[src/hw/rtl/wavh_pkg.sv]
`timescale 1ns / 1ps
// ============================================================================
// WAVE header parser package
// Payload structs, codes, the state encodings and the RIFF/WAVE magic table
// shared by the parser, its arithmetic unit and the top level.
// ============================================================================
package wavh_pkg;

    // One input item: a file byte and the start-of-file mark.
    typedef struct packed {
        logic [7:0] data_byte;
        logic       first_byte;
    } wavh_in_t;

    // One result item.
    typedef struct packed {
        logic [2:0]  status;
        logic [15:0] num_channels;
        logic [31:0] sample_rate;
        logic [5:0]  bit_depth;
        logic [31:0] num_samples;
        logic [31:0] data_offset;
        logic        is_float;
    } wavh_out_t;

    // Configuration registers as seen by the parser.
    typedef struct packed {
        logic [31:0] stream_base;
        logic [31:0] stream_length;
    } wavh_cfg_t;

    // Status codes.
    localparam logic [2:0] ST_OK          = 3'd0;
    localparam logic [2:0] ST_BAD_MAGIC   = 3'd1;
    localparam logic [2:0] ST_BAD_FORMAT  = 3'd2;
    localparam logic [2:0] ST_BAD_DEPTH   = 3'd3;
    localparam logic [2:0] ST_BAD_EXT     = 3'd4;
    localparam logic [2:0] ST_BAD_SUBFMT  = 3'd5;
    localparam logic [2:0] ST_OVERRUN     = 3'd6;
    localparam logic [2:0] ST_DATA_NO_FMT = 3'd7;

    // Register indexes of the configuration port.
    localparam logic REG_STREAM_BASE   = 1'b0;
    localparam logic REG_STREAM_LENGTH = 1'b1;

    // Chunk tags, little-endian.
    localparam logic [31:0] TAG_FMT  = 32'h2074_6D66;
    localparam logic [31:0] TAG_DATA = 32'h6174_6164;

    // Format codes and fixed sizes.
    localparam logic [15:0] FMT_PCM   = 16'h0001;
    localparam logic [15:0] FMT_FLOAT = 16'h0003;
    localparam logic [15:0] FMT_EXT   = 16'hFFFE;
    localparam logic [15:0] EXT_SIZE  = 16'd22;
    localparam logic [3:0]  HDR_LAST  = 4'd11;

    // Width of the shared adder: wide enough for base + position + size.
    localparam int ALU_W = 35;

    // Parse phase.
    typedef enum logic [4:0] {
        PH_MAGIC = 5'b00001,
        PH_HDR   = 5'b00010,
        PH_FMT   = 5'b00100,
        PH_SKIP  = 5'b01000,
        PH_DONE  = 5'b10000
    } wavh_phase_t;

    // Sequencer state around the shared adder.
    typedef enum logic [6:0] {
        SQ_BYTE = 7'b0000001,
        SQ_OFS  = 7'b0000010,
        SQ_DIV  = 7'b0000100,
        SQ_OVR1 = 7'b0001000,
        SQ_OVR2 = 7'b0010000,
        SQ_OVR3 = 7'b0100000,
        SQ_RES  = 7'b1000000
    } wavh_seq_t;

    // Operation of the shared adder.
    typedef enum logic [1:0] {
        ALU_ADD = 2'b01,
        ALU_SUB = 2'b10
    } wavh_alu_op_t;

    // Expected header byte; the size bytes 4 to 7 are not compared.
    function automatic logic [7:0] magic_byte(input logic [3:0] idx);
        logic [7:0] val;
        case (idx)
            4'd0:    val = 8'h52;
            4'd1:    val = 8'h49;
            4'd2:    val = 8'h46;
            4'd3:    val = 8'h46;
            4'd8:    val = 8'h57;
            4'd9:    val = 8'h41;
            4'd10:   val = 8'h56;
            4'd11:   val = 8'h45;
            default: val = 8'h00;
        endcase
        return val;
    endfunction

endpackage

[src/hw/rtl/wavh_alu.sv]
`timescale 1ns / 1ps
// ============================================================================
// WAVE header parser shared adder
// One add/subtract unit that the sequencer uses for the offset sum, the
// overrun check and every step of the sample-count division.
// ============================================================================
module wavh_alu
    import wavh_pkg::*;
(
    input  wavh_alu_op_t       op,
    input  logic [ALU_W-1:0]   opa,
    input  logic [ALU_W-1:0]   opb,
    output logic [ALU_W-1:0]   result
);

    always_comb
    begin
        case (op)
            ALU_ADD: result = opa + opb;
            ALU_SUB: result = opa - opb;
            default: result = opa;
        endcase
    end

endmodule

[src/hw/rtl/wavh_parser.sv]
`timescale 1ns / 1ps
// ============================================================================
// WAVE header parser core
// Byte-level chunk walker plus the sequencer that drives the shared adder for
// the overrun check, the data offset and the restoring division.
// ============================================================================
module wavh_parser
    import wavh_pkg::*;
(
    input  logic       clk,
    input  logic       rst_n,
    input  wavh_cfg_t  cfg,
    input  logic       byte_valid,
    output logic       byte_ready,
    input  wavh_in_t   byte_in,
    output logic       res_valid,
    input  logic       res_ready,
    output wavh_out_t  res
);

    wavh_phase_t  phase_reg, phase_next;
    wavh_seq_t    seq_reg, seq_next;
    logic [31:0]  cnt_reg, cnt_next;
    logic [31:0]  tag_reg, tag_next;
    logic [31:0]  size_reg, size_next;
    logic [15:0]  accum_reg, accum_next;
    logic [15:0]  fcode_reg, fcode_next;
    logic [15:0]  chan_reg, chan_next;
    logic [31:0]  rate_reg, rate_next;
    logic [5:0]   depth_reg, depth_next;
    logic         fmt_seen_reg, fmt_seen_next;
    logic [31:0]  pos_reg, pos_next;
    logic [ALU_W-1:0] acc_reg, acc_next;
    logic [31:0]  divq_reg, divq_next;
    logic [1:0]   divr_reg, divr_next;
    logic [4:0]   divn_reg, divn_next;
    logic [2:0]   divd_reg, divd_next;
    wavh_out_t    res_reg, res_next;

    // Parse state as seen by the current byte: a start-of-file byte clears it.
    wavh_phase_t  c_phase;
    logic [31:0]  c_cnt, c_tag, c_size, c_rate, c_pos;
    logic [15:0]  c_accum, c_fcode, c_chan;
    logic [5:0]   c_depth;
    logic         c_fmt_seen;

    logic [7:0]   b;
    logic         in_fire;
    logic [3:0]   mi;
    logic         magic_bad;
    logic [2:0]   hi;
    logic [31:0]  tag_w, size_w;
    logic [5:0]   fi;
    logic [15:0]  accum_w;
    logic [32:0]  skip_diff;
    logic [2:0]   bps;

    wavh_alu_op_t     alu_op;
    logic [ALU_W-1:0] alu_a, alu_b, alu_y;
    logic [2:0]       div_shift;
    logic             div_ok;

    assign b          = byte_in.data_byte;
    assign byte_ready = (seq_reg == SQ_BYTE);
    assign in_fire    = byte_valid && byte_ready;
    assign res_valid  = (seq_reg == SQ_RES);
    assign res        = res_reg;

    always_comb
    begin
        if (byte_in.first_byte)
        begin
            c_phase    = PH_MAGIC;
            c_cnt      = '0;
            c_tag      = '0;
            c_size     = '0;
            c_accum    = '0;
            c_fcode    = '0;
            c_chan     = '0;
            c_rate     = '0;
            c_depth    = '0;
            c_fmt_seen = 1'b0;
            c_pos      = '0;
        end
        else
        begin
            c_phase    = phase_reg;
            c_cnt      = cnt_reg;
            c_tag      = tag_reg;
            c_size     = size_reg;
            c_accum    = accum_reg;
            c_fcode    = fcode_reg;
            c_chan     = chan_reg;
            c_rate     = rate_reg;
            c_depth    = depth_reg;
            c_fmt_seen = fmt_seen_reg;
            c_pos      = pos_reg;
        end
    end

    // Byte decode helpers.
    assign mi        = c_cnt[3:0];
    assign magic_bad = ((mi < 4'd4) || (mi >= 4'd8)) && (b != magic_byte(mi));
    assign hi        = c_cnt[2:0];
    assign fi        = c_cnt[5:0];

    always_comb
    begin
        tag_w  = c_tag;
        size_w = c_size;
        if (!hi[2])
            tag_w[{hi[1:0], 3'b000} +: 8] = b;
        else
            size_w[{hi[1:0], 3'b000} +: 8] = b;
    end

    always_comb
    begin
        accum_w = c_accum;
        if (fi == 6'd0 || fi == 6'd14 || fi == 6'd16 || fi == 6'd24)
            accum_w = {8'h00, b};
        else if (fi == 6'd1 || fi == 6'd15 || fi == 6'd17 || fi == 6'd25)
            accum_w = {b, c_accum[7:0]};
    end

    // Bytes left in the fmt chunk after its fixed fields.
    assign skip_diff = {1'b0, c_size} - ((fi == 6'd15) ? 33'd16 : 33'd40);

    assign bps = (depth_reg[5:3] == 3'd0) ? 3'd1 : depth_reg[5:3];

    // Operand selection for the shared adder.
    assign div_shift = {divr_reg, divq_reg[31]};

    always_comb
    begin
        alu_op = ALU_ADD;
        alu_a  = {{(ALU_W-32){1'b0}}, cfg.stream_base};
        alu_b  = {{(ALU_W-32){1'b0}}, pos_reg};
        case (seq_reg)
            SQ_OVR2:
            begin
                alu_a = acc_reg;
                alu_b = {{(ALU_W-32){1'b0}}, size_reg};
            end
            SQ_OVR3:
            begin
                alu_op = ALU_SUB;
                alu_a  = acc_reg;
                alu_b  = {{(ALU_W-32){1'b0}}, cfg.stream_length};
            end
            SQ_DIV:
            begin
                alu_op = ALU_SUB;
                alu_a  = {{(ALU_W-3){1'b0}}, div_shift};
                alu_b  = {{(ALU_W-3){1'b0}}, divd_reg};
            end
            default:
            begin
                alu_op = ALU_ADD;
            end
        endcase
    end

    wavh_alu u_alu (
        .op     (alu_op),
        .opa    (alu_a),
        .opb    (alu_b),
        .result (alu_y)
    );

    assign div_ok = !alu_y[ALU_W-1];

    always_comb
    begin
        phase_next    = phase_reg;
        seq_next      = seq_reg;
        cnt_next      = cnt_reg;
        tag_next      = tag_reg;
        size_next     = size_reg;
        accum_next    = accum_reg;
        fcode_next    = fcode_reg;
        chan_next     = chan_reg;
        rate_next     = rate_reg;
        depth_next    = depth_reg;
        fmt_seen_next = fmt_seen_reg;
        pos_next      = pos_reg;
        acc_next      = acc_reg;
        divq_next     = divq_reg;
        divr_next     = divr_reg;
        divn_next     = divn_reg;
        divd_next     = divd_reg;
        res_next      = res_reg;

        case (seq_reg)
            SQ_BYTE:
            begin
                if (in_fire)
                begin
                    phase_next    = c_phase;
                    cnt_next      = c_cnt;
                    tag_next      = c_tag;
                    size_next     = c_size;
                    accum_next    = c_accum;
                    fcode_next    = c_fcode;
                    chan_next     = c_chan;
                    rate_next     = c_rate;
                    depth_next    = c_depth;
                    fmt_seen_next = c_fmt_seen;
                    pos_next      = c_pos;
                    if (c_phase != PH_DONE)
                    begin
                        pos_next = c_pos + 32'd1;
                    end
                    case (c_phase)
                        PH_MAGIC:
                        begin
                            if (mi >= HDR_LAST)
                            begin
                                if (c_accum[0] || magic_bad)
                                begin
                                    res_next        = '0;
                                    res_next.status = ST_BAD_MAGIC;
                                    phase_next      = PH_DONE;
                                    seq_next        = SQ_RES;
                                end
                                else
                                begin
                                    phase_next = PH_HDR;
                                    cnt_next   = '0;
                                    tag_next   = '0;
                                    size_next  = '0;
                                end
                            end
                            else
                            begin
                                accum_next[0] = c_accum[0] | magic_bad;
                                cnt_next      = c_cnt + 32'd1;
                            end
                        end
                        PH_SKIP:
                        begin
                            cnt_next = c_cnt - 32'd1;
                            if (c_cnt == 32'd1)
                            begin
                                phase_next = PH_HDR;
                                tag_next   = '0;
                                size_next  = '0;
                            end
                        end
                        PH_HDR:
                        begin
                            tag_next  = tag_w;
                            size_next = size_w;
                            if (hi != 3'd7)
                            begin
                                cnt_next = c_cnt + 32'd1;
                            end
                            else if (tag_w == TAG_FMT)
                            begin
                                phase_next = PH_FMT;
                                cnt_next   = '0;
                                accum_next = '0;
                                chan_next  = '0;
                                rate_next  = '0;
                            end
                            else if (tag_w == TAG_DATA)
                            begin
                                phase_next = PH_DONE;
                                if (!c_fmt_seen)
                                begin
                                    res_next        = '0;
                                    res_next.status = ST_DATA_NO_FMT;
                                    seq_next        = SQ_RES;
                                end
                                else
                                begin
                                    divq_next = size_w;
                                    seq_next  = SQ_OFS;
                                end
                            end
                            else
                            begin
                                seq_next = SQ_OVR1;
                            end
                        end
                        PH_FMT:
                        begin
                            accum_next = accum_w;
                            cnt_next   = c_cnt + 32'd1;
                            if (fi == 6'd2)
                                chan_next[7:0] = b;
                            if (fi == 6'd3)
                                chan_next[15:8] = b;
                            if (fi >= 6'd4 && fi <= 6'd7)
                                rate_next[{fi[1:0], 3'b000} +: 8] = b;
                            if (fi == 6'd1)
                            begin
                                fcode_next = accum_w;
                                if (accum_w != FMT_PCM && accum_w != FMT_FLOAT
                                    && accum_w != FMT_EXT)
                                begin
                                    res_next        = '0;
                                    res_next.status = ST_BAD_FORMAT;
                                    phase_next      = PH_DONE;
                                    seq_next        = SQ_RES;
                                end
                            end
                            else if (fi == 6'd15)
                            begin
                                depth_next = accum_w[5:0];
                                if (accum_w != 16'd8 && accum_w != 16'd16
                                    && accum_w != 16'd24 && accum_w != 16'd32)
                                begin
                                    res_next        = '0;
                                    res_next.status = ST_BAD_DEPTH;
                                    phase_next      = PH_DONE;
                                    seq_next        = SQ_RES;
                                end
                                else if (c_fcode != FMT_EXT)
                                begin
                                    fmt_seen_next = 1'b1;
                                    if (skip_diff[32] || skip_diff[31:0] == 32'd0)
                                    begin
                                        phase_next = PH_HDR;
                                        cnt_next   = '0;
                                        tag_next   = '0;
                                        size_next  = '0;
                                    end
                                    else
                                    begin
                                        phase_next = PH_SKIP;
                                        cnt_next   = skip_diff[31:0];
                                    end
                                end
                            end
                            else if (fi == 6'd17)
                            begin
                                if (accum_w != EXT_SIZE)
                                begin
                                    res_next        = '0;
                                    res_next.status = ST_BAD_EXT;
                                    phase_next      = PH_DONE;
                                    seq_next        = SQ_RES;
                                end
                            end
                            else if (fi == 6'd39)
                            begin
                                if (accum_w != FMT_PCM)
                                begin
                                    res_next        = '0;
                                    res_next.status = ST_BAD_SUBFMT;
                                    phase_next      = PH_DONE;
                                    seq_next        = SQ_RES;
                                end
                                else
                                begin
                                    fcode_next    = FMT_PCM;
                                    fmt_seen_next = 1'b1;
                                    if (skip_diff[32] || skip_diff[31:0] == 32'd0)
                                    begin
                                        phase_next = PH_HDR;
                                        cnt_next   = '0;
                                        tag_next   = '0;
                                        size_next  = '0;
                                    end
                                    else
                                    begin
                                        phase_next = PH_SKIP;
                                        cnt_next   = skip_diff[31:0];
                                    end
                                end
                            end
                        end
                        default:
                        begin
                            phase_next = c_phase;
                        end
                    endcase
                end
            end
            SQ_OFS:
            begin
                res_next.status       = ST_OK;
                res_next.num_channels = chan_reg;
                res_next.sample_rate  = rate_reg;
                res_next.bit_depth    = depth_reg;
                res_next.data_offset  = alu_y[31:0];
                res_next.is_float     = (fcode_reg == FMT_FLOAT);
                divd_next = bps;
                divr_next = '0;
                divn_next = '0;
                seq_next  = SQ_DIV;
            end
            SQ_DIV:
            begin
                // One restoring step: the divisor is at most four, so the
                // remainder never needs more than two bits.
                divr_next = div_ok ? alu_y[1:0] : div_shift[1:0];
                divq_next = {divq_reg[30:0], div_ok};
                divn_next = divn_reg + 5'd1;
                if (divn_reg == 5'd31)
                begin
                    res_next.num_samples = {divq_reg[30:0], div_ok};
                    seq_next             = SQ_RES;
                end
            end
            SQ_OVR1:
            begin
                acc_next = alu_y;
                seq_next = SQ_OVR2;
            end
            SQ_OVR2:
            begin
                acc_next = alu_y;
                seq_next = SQ_OVR3;
            end
            SQ_OVR3:
            begin
                if (!alu_y[ALU_W-1])
                begin
                    res_next        = '0;
                    res_next.status = ST_OVERRUN;
                    phase_next      = PH_DONE;
                    seq_next        = SQ_RES;
                end
                else if (size_reg == 32'd0)
                begin
                    phase_next = PH_HDR;
                    cnt_next   = '0;
                    tag_next   = '0;
                    seq_next   = SQ_BYTE;
                end
                else
                begin
                    phase_next = PH_SKIP;
                    cnt_next   = size_reg;
                    seq_next   = SQ_BYTE;
                end
            end
            SQ_RES:
            begin
                if (res_ready)
                    seq_next = SQ_BYTE;
            end
            default:
            begin
                seq_next = SQ_BYTE;
            end
        endcase
    end

    always_ff @(posedge clk or negedge rst_n)
    begin
        if (!rst_n)
        begin
            phase_reg    <= PH_MAGIC;
            seq_reg      <= SQ_BYTE;
            cnt_reg      <= '0;
            tag_reg      <= '0;
            size_reg     <= '0;
            accum_reg    <= '0;
            fcode_reg    <= '0;
            chan_reg     <= '0;
            rate_reg     <= '0;
            depth_reg    <= '0;
            fmt_seen_reg <= 1'b0;
            pos_reg      <= '0;
            divn_reg     <= '0;
        end
        else
        begin
            phase_reg    <= phase_next;
            seq_reg      <= seq_next;
            cnt_reg      <= cnt_next;
            tag_reg      <= tag_next;
            size_reg     <= size_next;
            accum_reg    <= accum_next;
            fcode_reg    <= fcode_next;
            chan_reg     <= chan_next;
            rate_reg     <= rate_next;
            depth_reg    <= depth_next;
            fmt_seen_reg <= fmt_seen_next;
            pos_reg      <= pos_next;
            divn_reg     <= divn_next;
        end
    end

    always_ff @(posedge clk)
    begin
        acc_reg  <= acc_next;
        divq_reg <= divq_next;
        divr_reg <= divr_next;
        divd_reg <= divd_next;
        res_reg  <= res_next;
    end

endmodule

[src/hw/rtl/wav_header_parser.sv]
`timescale 1ns / 1ps
// ============================================================================
// WAVE header parser
// Walks the RIFF/WAVE header and sub-chunks of a byte stream and reports the
// decoded PCM or float format, or an error code, once per file.
// ============================================================================
// The parser takes one file byte per item and absorbs most bytes without
// holding the input. Longer holds come from the one shared adder in the
// parser core: an unknown chunk header holds the input while SQ_OVR1 to
// SQ_OVR3 compare base + position + size with the stream length, and the
// data chunk header holds it through SQ_OFS (one add for the data offset),
// SQ_DIV (32 restoring division steps for the sample count) and SQ_RES,
// until the result is handed to the output register. A byte that ends the
// parse with an error holds the input in SQ_RES until its result is handed
// off. After a result, bytes are taken one per cycle and ignored until an
// item with first_byte set starts a new file. Results wait in an output
// register, so a stalled result does not stop the input until the next one
// is ready. The stream base and stream length registers sit at byte
// addresses 0 and 4 of the APB port and should be written only between items.
module wav_header_parser
    import wavh_pkg::*;
(
    input  logic        clk,
    input  logic        rst_n,
    // Byte input
    input  logic        in_valid,
    output logic        in_ready,
    input  wavh_in_t    in_data,
    // Result output
    output logic        out_valid,
    input  logic        out_ready,
    output wavh_out_t   out_data,
    // Configuration
    input  logic        psel,
    input  logic        penable,
    input  logic        pwrite,
    input  logic [2:0]  paddr,
    input  logic [31:0] pwdata,
    output logic [31:0] prdata,
    output logic        pready
);

    wavh_cfg_t  cfg_reg, cfg_next;
    logic       out_valid_reg, out_valid_next;
    wavh_out_t  out_reg, out_next;
    logic       res_valid, res_ready;
    wavh_out_t  res;
    logic       cfg_wr;

    // Register writes complete in the access phase; reads are combinational.
    assign pready = 1'b1;
    assign cfg_wr = psel && penable && pwrite;
    assign prdata = (paddr[2] == REG_STREAM_LENGTH) ? cfg_reg.stream_length
                                                    : cfg_reg.stream_base;

    always_comb
    begin
        cfg_next = cfg_reg;
        if (cfg_wr)
        begin
            if (paddr[2] == REG_STREAM_LENGTH)
                cfg_next.stream_length = pwdata;
            else
                cfg_next.stream_base = pwdata;
        end
    end

    wavh_parser u_parser (
        .clk        (clk),
        .rst_n      (rst_n),
        .cfg        (cfg_reg),
        .byte_valid (in_valid),
        .byte_ready (in_ready),
        .byte_in    (in_data),
        .res_valid  (res_valid),
        .res_ready  (res_ready),
        .res        (res)
    );

    // The output register frees up either when empty or as its item leaves.
    assign res_ready = !out_valid_reg || out_ready;

    always_comb
    begin
        out_valid_next = out_valid_reg;
        out_next       = out_reg;
        if (out_valid_reg && out_ready)
            out_valid_next = 1'b0;
        if (res_valid && res_ready)
        begin
            out_valid_next = 1'b1;
            out_next       = res;
        end
    end

    assign out_valid = out_valid_reg;
    assign out_data  = out_reg;

    always_ff @(posedge clk or negedge rst_n)
    begin
        if (!rst_n)
        begin
            cfg_reg       <= '0;
            out_valid_reg <= 1'b0;
        end
        else
        begin
            cfg_reg       <= cfg_next;
            out_valid_reg <= out_valid_next;
        end
    end

    always_ff @(posedge clk)
    begin
        out_reg <= out_next;
    end

endmodule

[config.mk]
export PLATFORM = sky130hd
export DESIGN_NAME = wav_header_parser
export DESIGN_NICKNAME = d
export VERILOG_FILES = /design/src/hw/rtl/wavh_pkg.sv /design/src/hw/rtl/wavh_alu.sv /design/src/hw/rtl/wavh_parser.sv /design/src/hw/rtl/wav_header_parser.sv
export SDC_FILE = /design/constraint.sdc
export NUM_CORES = 2
export LEC_CHECK = 0
export BUFFER_PORTS_ARGS = -buffer_cell sky130_fd_sc_hd__buf_2
export CORE_MARGIN = 5
export CORE_UTILIZATION = 30
export CTS_BUF_LIST = sky130_fd_sc_hd__clkbuf_16
export CTS_CLUSTER_DIAMETER = 100
export DETAILED_ROUTE_END_ITERATION = 10
export HOLD_SLACK_MARGIN = 0.03
export MAX_ROUTING_LAYER = met4
export PLACE_DENSITY = 0.51
export SLEW_MARGIN = 20
export SYNTH_ARGS = -nofsm -noshare
export SYNTH_HDL_FRONTEND = slang
export SYNTH_SLANG_ARGS = --single-unit
export TNS_END_PERCENT = 100
[constraint.sdc]
create_clock -name clk -period 28.3 [get_ports clk]
set_input_delay 1.415 -clock clk [delete_from_list [all_inputs] [get_ports clk]]
set_output_delay 1.415 -clock clk [all_outputs]
set_load 0.03 [all_outputs]
==> results_dict.tcl <==
set metrics [dict create \
    die_area_um2 120300 \
    io_buffers 204 \
    num_vias 28510 \
    critPathLaunch "u_parser.seq_reg[4]$_DFFE_PN0P_" \
    syn_area_per_cell_um2 10.01 \
    synth_warnings 0 \
    critical_path_required_ns 28.58 \
    die_w_um 346.8 \
    outcome "completed" \
    cts-hold-fix-buffers 0 \
    hold_class "reg2reg" \
    multi_input_area_um2 16080 \
    clk_latency_ns 0.66 \
    worstReg2RegStart "u_parser.seq_reg[4]$_DFFE_PN0P_" \
    synth_compound_area_share_pct 18.96 \
    worstSetupEndpoint "u_parser.res[66]$_DFFE_PP_" \
    viasPerCell 5.636 \
    clock_path_buffers 3 \
    period_needed_ns 9.182 \
    place.gp.congestion 0.9385 \
    layout-drive-gt1-share_pct 15.23 \
    ctsResizeCount 0 \
    die_y_um 346.8 \
    ff_latch_area_um2 16920 \
    crit_top_cell "o21ai_0" \
    synth_fa_ha_area_share_pct 1.860 \
    core-area_um2 112700 \
    drc 0 \
    ir_drop_v 0.00004283 \
    netlist_area_um2 34030 \
    critPathMaxStageDelay_ns 0.69 \
    cp_slowest_cell "buf_4" \
    first_global_vias 27362 \
    cts_setup_buffers 0 \
    synthMuxAreaShare_pct 3.956 \
    rrSetupSlack_ns 19.12 \
    placedCellCount 4931 \
    wl_mm 121.6 \
    critPathArrivalTime_ns 9.46 \
    synthFlopType "edfxtp_1" \
    instances_no_fill 5059 \
    worst-setup-path-type "reg2reg" \
    yosys.area_share.xor_xnor_pct 3.654 \
    nNetsFinal 3603 \
    grt_pass1_wl_mm 182.1 \
    dp_hpwl_mm 83.66 \
    rsz0062_at_grt "false" \
    p_leak_nw 15.52 \
    worst_pin_slew_ns 1.113 \
    reg2regPathDepth 25 \
    cts-root-buf "clkbuf_16" \
    postRouteAntennaNets 0 \
    clk_pin_slew_ns 0.06 \
    power.density_nw_per_um2 69.04 \
    synth_top_family_by_area "compound AO/OA/AOI/OAI gates" \
    fin_setup_tns_ns 0 \
    setup.worst_path.start_class "flop" \
    syn_inst 3399 \
    grt-ovfl-total 0 \
    final-hold-violation-count 0 \
    slew_headroom_pct 25.81 \
    hold_depth 0 \
    synth-seq-cells 613 \
    fin_worst_skew_ns 0.04804 \
    areaGrowthSynthToFinish_pct 14.29 \
    diodes 0 \
    finalSetupViolCount 0 \
    grt_max_degree 159 \
    ys_seq_area_share_pct 49.73 \
    cp_max_fo 57 \
    cts_tree "done" \
    htree_levels 3 \
    drtPass1Iterations 8 \
    clock_sinks 613 \
    max_freq_mhz 108.9 \
    io_pins 208 \
    regToRegEndpoint "u_parser.res[66]$_DFFE_PP_" \
    nFillCells 11554 \
    synth-edff-count 316 \
    syn_nets 3500 \
    start_util_pct 30.21 \
    gr-usage-all-layers_pct 20.02 \
    cap_viol_max_count 0 \
    endpoint_kind "flop" \
    period_share_pct 32.44 \
    fp-row-count 123 \
    drv_slew 0 \
    wl_per_cell_um 24.03 \
    yosys.area_share.simple_pct 18.47 \
    antenna_found_initial 2 \
    drt_iter0_drc 3126 \
    cts_buffers 69 \
    synthDistinctLibCells 98 \
    async_flop_share_pct 48.45 \
]
## where the power goes
part / internal (mW) / switching [mW]
registers: 1.01 / 0.0684
clock network: 0.496 / 0.403
logic: 0.242 / 0.469
total: 1.74 / 0.941
## worst max-delay path: cells and delay by family (launching register included)
kind / cells / cell delay (ns)
flops: 1 / 0.59
buf+inv: 3 / 1.48
simple gates: 6 / 1.74
fa+ha+maj: 2 / 0.72
compound gates: 11 / 3.14
xor+xnor: 3 / 0.99
## layer usage
metal | GRT usage (%) | share of wire (%)
met2 | 29.67 | 44
met1 | 28.22 | 45
met4 | 6.389 | 3.2
met5 | - | 0
met3 | 3.082 | 7.3
## worst min-delay path by stage
stage,from,endpoint
2_1_floorplan,u_parser.res[0]$_SDFFCE_PP0P_,out_data[0]$_DFFE_PP_
3_3_place_gp,u_parser.res[29]$_SDFFCE_PP0P_,out_data[29]$_DFFE_PP_
3_5_place_dp,u_parser.res[103]$_DFFE_PP_,out_data[103]$_DFFE_PP_
4_1_cts,u_parser.res[85]$_DFFE_PP_,out_data[85]$_DFFE_PP_
5_1_grt,u_parser.res[38]$_SDFFCE_PN0P_,out_data[38]$_DFFE_PP_
6_report,u_parser.res[38]$_SDFFCE_PN0P_,out_data[38]$_DFFE_PP_
## placed cells by master (no fill, tap or decap), types with 79 or more instances in the layout
cell type and count:
a21oi_1 174, nor2_1 268, dfrtp_1 295, edfxtp_1 316, buf_2 202, mux2_2 100, nand2_1 343, xnor2_1 79
o21ai_0 214, nand3_1 97, and2_1 97, a22o_1 89
## logic make-up (layout without fill, tap and decap cells)
| logic type | after synthesis | count (layout) |
|---|---|---|
| other | 1 | 1 |
| multiplexers | 122 | 122 |
| AND/OR/NAND/NOR | 1248 | 1248 |
| XOR/XNOR | 142 | 142 |
| flip-flops | 613 | 613 |
| buffers and inverters | 291 | 451 |
| AO/OA/AOI/OAI | 932 | 932 |
| adder cells (fa/ha/maj) | 50 | 50 |
## cell usage after synthesis, types with 73 or more instances
library cell | n | area share (%)
nand2_1 | 346 | 3.8
dfrtp_1 | 295 | 22
edfxtp_1 | 316 | 28
o21ai_0 | 214 | 3.1
clkbuf_1 | 189 | 2.1
xnor2_1 | 79 | 2.0
and2_1 | 97 | 1.8
nor2_1 | 270 | 3.0
nor3_1 | 73 | 1.1
a21oi_1 | 175 | 2.6
a22o_1 | 89 | 2.3
mux2_2 | 100 | 3.3
nand3_1 | 97 | 1.4
## per-stage QoR
stage | setup WS [ns] | area, µm² | power (mW) | utilization, % | hold WS, ns
after global routing | 18.59 | 38890 | 2.809 | 34.53 | 0.4104
after floorplan | 17.40 | 34030 | 1.556 | - | 0.4003
after CTS | 19.21 | 38890 | 2.701 | 34.52 | 0.3924
final | 19.12 | 38890 | 2.685 | 34.53 | 0.4005
after global placement | 19.32 | 36630 | 1.788 | 32.52 | 0.4029
after detailed placement | 19.31 | 36630 | 1.791 | 32.52 | 0.4045
## layout make-up
cell class,instances,area share [%]
Multi-Input combinational cell,2495,41.34
Tap cell,1500,4.825
Clock buffer,70,4.504
Timing Repair Buffer,275,4.060
Clock inverter,58,1.293
Sequential cell,613,43.51
Inverter,48,0.4632
(Power assumes the default switching activity.)
